`config.mk`:
```
export PLATFORM = sky130hd
export DESIGN_NAME = mciir_hist_mem
export DESIGN_NICKNAME = d
export VERILOG_FILES = /design/src/design/mciir_pkg.sv /design/src/design/mciir_hist_mem.sv
export SDC_FILE = /design/constraint.sdc
export NUM_CORES = 2
export LEC_CHECK = 0
export BUFFER_PORTS_ARGS = -buffer_cell sky130_fd_sc_hd__buf_2
export CORE_UTILIZATION = 60
export DETAILED_ROUTE_END_ITERATION = 12
export HOLD_SLACK_MARGIN = 0.03
export PLACE_DENSITY = 0.82
export RECOVER_POWER = 25
export SLEW_MARGIN = 10
export SYNTH_ARGS = -nofsm -noshare
export SYNTH_HDL_FRONTEND = slang
export SYNTH_SLANG_ARGS = --single-unit
```
`constraint.sdc`:
```
create_clock -name clk -period 72.3 [get_ports clk]
set_input_delay 0 -clock clk [delete_from_list [all_inputs] [get_ports clk]]
set_output_delay 0 -clock clk [all_outputs]
set_load 0.05 [all_outputs]
```
`src/design/mciir_pkg.sv`:
```
// ----------------------------------------------------------------------------
// mciir_pkg
// Shared types and constants for the multichannel fourth-order IIR filter:
// history row layout, memory port requests, register indexes and reset values.
// ----------------------------------------------------------------------------
package mciir_pkg;

  // Channel count and history memory geometry
  localparam int CHANNELS = 8;
  localparam int ROW_W    = 3;
  localparam int CHAN_W   = 3;
  localparam int SAMPLE_W = 16;
  localparam int COEF_W   = 40;
  localparam int ACC_W    = 64;

  // Configuration register indexes
  typedef enum logic [2:0] {
    REG_B_OUTER  = 3'd0,
    REG_B_INNER  = 3'd1,
    REG_B_MIDDLE = 3'd2,
    REG_A_ONE    = 3'd3,
    REG_A_TWO    = 3'd4,
    REG_A_THREE  = 3'd5,
    REG_A_FOUR   = 3'd6
  } reg_index_t;

  // Coefficient reset values, Q3.36
  localparam logic signed [COEF_W-1:0] B_OUTER_RST  = 40'sd1033971;
  localparam logic signed [COEF_W-1:0] B_INNER_RST  = 40'sd4135884;
  localparam logic signed [COEF_W-1:0] B_MIDDLE_RST = 40'sd6203825;
  localparam logic signed [COEF_W-1:0] A_ONE_RST    = -40'sd256006507840;
  localparam logic signed [COEF_W-1:0] A_TWO_RST    = 40'sd359128260300;
  localparam logic signed [COEF_W-1:0] A_THREE_RST  = -40'sd224774673895;
  localparam logic signed [COEF_W-1:0] A_FOUR_RST   = 40'sd52949999222;

  typedef logic [ROW_W-1:0] row_addr_t;

  // One channel's history: four past inputs and four past outputs (Q23.16)
  typedef struct packed {
    logic signed [COEF_W-1:0]   y4;
    logic signed [COEF_W-1:0]   y3;
    logic signed [COEF_W-1:0]   y2;
    logic signed [COEF_W-1:0]   y1;
    logic signed [SAMPLE_W-1:0] x4;
    logic signed [SAMPLE_W-1:0] x3;
    logic signed [SAMPLE_W-1:0] x2;
    logic signed [SAMPLE_W-1:0] x1;
  } hist_row_t;

  typedef struct packed {
    logic      en;
    row_addr_t addr;
  } mem_rd_req_t;

  typedef struct packed {
    logic      en;
    row_addr_t addr;
    hist_row_t row;
  } mem_wr_req_t;

endpackage

```
`src/design/mciir_hist_mem.sv`:
```
// ----------------------------------------------------------------------------
// mciir_hist_mem
// History memory, one row per channel. Registered read with write-first
// forwarding; a per-row valid bit makes unwritten rows read as zero.
// ----------------------------------------------------------------------------
module mciir_hist_mem
  import mciir_pkg::*;
(
  input  logic        clk,
  input  logic        rst,
  input  mem_rd_req_t rd_req,
  input  mem_wr_req_t wr_req,
  output hist_row_t   rd_row
);

  hist_row_t             mem [CHANNELS];
  hist_row_t             rd_data;
  logic                  rd_valid;
  logic [CHANNELS-1:0]   row_valid;
  logic                  fwd_hit;

  assign fwd_hit = wr_req.en && (wr_req.addr == rd_req.addr);

  // Row storage
  always_ff @(posedge clk) begin
    if (wr_req.en) begin
      mem[wr_req.addr] <= wr_req.row;
    end
  end

  // Registered read, new data wins on a same-row write
  always_ff @(posedge clk) begin
    if (rd_req.en) begin
      if (fwd_hit) begin
        rd_data <= wr_req.row;
      end else begin
        rd_data <= mem[rd_req.addr];
      end
    end
  end

  // Row valid bits, cleared at reset
  always_ff @(posedge clk) begin
    if (rst) begin
      row_valid <= '0;
      rd_valid  <= 1'b0;
    end else begin
      if (wr_req.en) begin
        row_valid[wr_req.addr] <= 1'b1;
      end
      if (rd_req.en) begin
        rd_valid <= row_valid[rd_req.addr] || fwd_hit;
      end
    end
  end

  assign rd_row = rd_valid ? rd_data : '0;

endmodule

```
==> impl_metrics.toml <==
[run_status]
status = "finished with violations"
violations = "max-capacitance violations, max-slew violations"

[grt]
antenna_found_initial = 13
grtUsageTotal_pct = 28.6
grt_overflow_total = 0
grt_pass1_wl_um = 274000
grt_pass1_vias = 43178
grt_max_degree = 122

[route]
dr.pass1.iters = 6
ant_nets = 0
drc = 0
vias_per_cell = 6.28
routed_wl_um = 187000
drtIter0Drc = 4505
vias = 40102
wl_per_cell_um = 29.3

[layout]
final_layout_size_suffix_gt1_share_pct = 33.5
stdcell_area_mm2 = 0.0942
fill_cells = 6833
fin_nets = 4716
syn2layout_area_growth_pct = 20.0
utilization_pct = 72.7

[logic_synthesis]
synth_area_mm2 = 0.0785
synthCells = 3355
synth_edf_count = 2016
synth_top_area_share_pct = 77.1
ys_warn_count = 0
ys_types = 21
ys_top_cells_by_count = "edfxtp_1 (2016), mux4_2 (450), mux2_2 (448)"
post_synth.cell_area_avg_um2 = 23.4
synth_ff_type = "edfxtp_1"
synth.most_common_cell = "edfxtp_1"
ys_top_cells_by_area = "edfxtp_1 (77%), mux4_2 (13%), mux2_2 (6.4%), and2_1 (1.8%), buf_6 (0.63%)"
yosysTopAreaCell = "edfxtp_1"
ys_async_sr_fraction_pct = 0
ys_ff_latch = 2025
syn-num-nets = 3589
synth-seq-area-share_pct = 77.3

[flow_run]
cap_viol_max_count = 7

[worst_setup_path]
end_kind = "flop"
start_kind = "input pin"
critPathTopFamily = "buffers and inverters"
max_stage_delay_ps = 3950
rrSetupSlack_ps = 70490
reg2regPathDepth = 3
r2r_start = "mem[3][42]$_DFFE_PP_"
r2r_end = "rd_data[42]$_DFFE_PP_"
critPathRequiredTime_ps = 73010
cp_slowest_cell = "clkbuf_1"
path_cells = "dlygate4sd3_1 -> clkbuf_1 -> buf_4 -> buf_4 -> nor2_1 -> a311oi_1"
critical_path.max_fanout = 76
cpMostUsedCell = "buf_4"
cp.arrival_ps = 6940
crit_buf_inv = 4
path_class = "in2reg"

[power]
total_power_w = 0.00251
power.density_mw_per_mm2 = 26.6
p_int_w = 0.00195
p_leak_nw = 31.4
ir_worst_vdd_uv = 24.1
p_sw_w = 0.000562
power.share.combinational_pct = 7.8
p_clk_share_pct = 38.1
netSwitchingFraction_pct = 22.4
seq_power_share_pct = 54.1

[die]
dieHeight_um = 364
pin_count = 458
start_util_pct = 60.6
core_mm2 = 0.130
rows = 132
die_w_um = 364
die_area_mm2 = 0.132

[timing]
fmax_ghz = 0.161
setup_tns_ps = 0
tightest_slew_ps = 5710
max-slew-margin-rel_pct = -281
rsz0062_at_grt = "no"
post-route-min-period_ps = 6230
fin_worst_skew_ps = 54.5
finalMaxSlewViolations = 283
finalSetupViolCount = 0
period_share_pct = 8.61
hold_viol_final = 0

[clock_tree]
path_clk_slew_ps = 60
clockRootBuffer = "clkbuf_16"
worstSkewPairLatency_ps = 850
cts_tree = "yes"
cts_buffer_depth = 3
cts-resized-gates = 0
cts_max_level = 4
cts.sinks = 2025
cts_buffers = 190

[hold_path]
whs_path_depth = 3
hp-start = "wr_req[133]"
holdPathEnd = "rd_data[133]$_DFFE_PP_"
min_path_type = "in2reg"

[place]
hpwl_um = 85500
gp_congestion = 0.750
place_area_mm2 = 0.0826
port_buffers = 457
## cell type report
type / instances / area (um2) / share of cell area (%)
Timing Repair Buffer: 1113 / 8610 / 9.14
Multi-Input combinational cell: 1152 / 16800 / 17.8
Sequential cell: 2025 / 60700 / 64.4
Clock inverter: 97 / 866 / 0.919
Clock buffer: 249 / 5000 / 5.30
Tap cell: 1742 / 2180 / 2.31
Antenna cell: 12 / 30.0 / 0.0319
## cells in the final DEF (no fill, tap or decap), types with 7 or more instances in the layout
master and count:
clkbuf_1 175, diode_2 12, buf_2 342, clkbuf_16 191
bufinv_16 7, dlygate4sd3_1 591, clkinv_16 7, nor2_1 12
mux2_2 448, mux4_2 450, clkinv_2 28, dfxtp_1 8
clkinv_1 45, and2_1 224, buf_4 56, edfxtp_1 2016
## sequential cells by signal, indices dropped and copies added, names as in the netlist
name and cells:
row_valid 8, mem 1792, rd_valid 1, rd_data 224
## worst min-delay path: cells and delay by family
family                 cells  cell delay (ps)
buffers and inverters      2              670
muxes                      1              140
## metal layers
layer	global-route usage [%]	vias up	routed length [um]
met4	12.3	8	7290
li1	-	16285	-
met1	36.5	20918	68000
met3	5.17	465	15400
met2	48.5	2426	96700
met5	0	-	52
## worst max-delay path by stage
stage,from,end,cells after the start
CTS,rd_req[0],rd_data[168]$_DFFE_PP_,7
global placement,rd_req[0],rd_data[168]$_DFFE_PP_,7
finish,rd_req[3],rd_valid$_SDFFE_PP0P_,6
global route,rd_req[3],rd_valid$_SDFFE_PP0P_,6
floorplan,wr_req[224],mem[0][0]$_DFFE_PP_,2
detailed placement,rd_req[0],rd_data[168]$_DFFE_PP_,7
## kinds of logic after synthesis
family          count (synthesis)  synth area share [%]
buf+inv                       178                  1.31
flops                        2025                  77.3
xor+xnor                        3                0.0335
compound gates                  4                0.0494
mux                           899                  19.3
simple gates                  246                  1.94
## per-stage QoR
step	std cells	hold WS, ps	worst slack, ps
6_report	6390	73.5	66070
5_1_grt	6385	42.7	65840
4_1_cts	6378	30.0	68380
3_5_place_dp	5440	276	67490
3_3_place_gp	5440	266	67560
2_1_floorplan	3355	98.9	47660
## power by group through the flow
stage	Combinational (W)	Sequential, W	Clock (W)
2_1_floorplan	0.000113	0.00138	0
3_5_place_dp	0.000165	0.00138	0
3_3_place_gp	0.000161	0.00138	0
4_1_cts	0.000194	0.00136	0.000953
6_report	0.000197	0.00136	0.000956
5_1_grt	0.000206	0.00136	0.00101
## what timing repair did
item                      4_1_cts  5_1_grt
hold buffers                  592        0
hold endpoints to repair     2244        0
setup buffers                   0        0
Power figures use the tool's default switching activity.
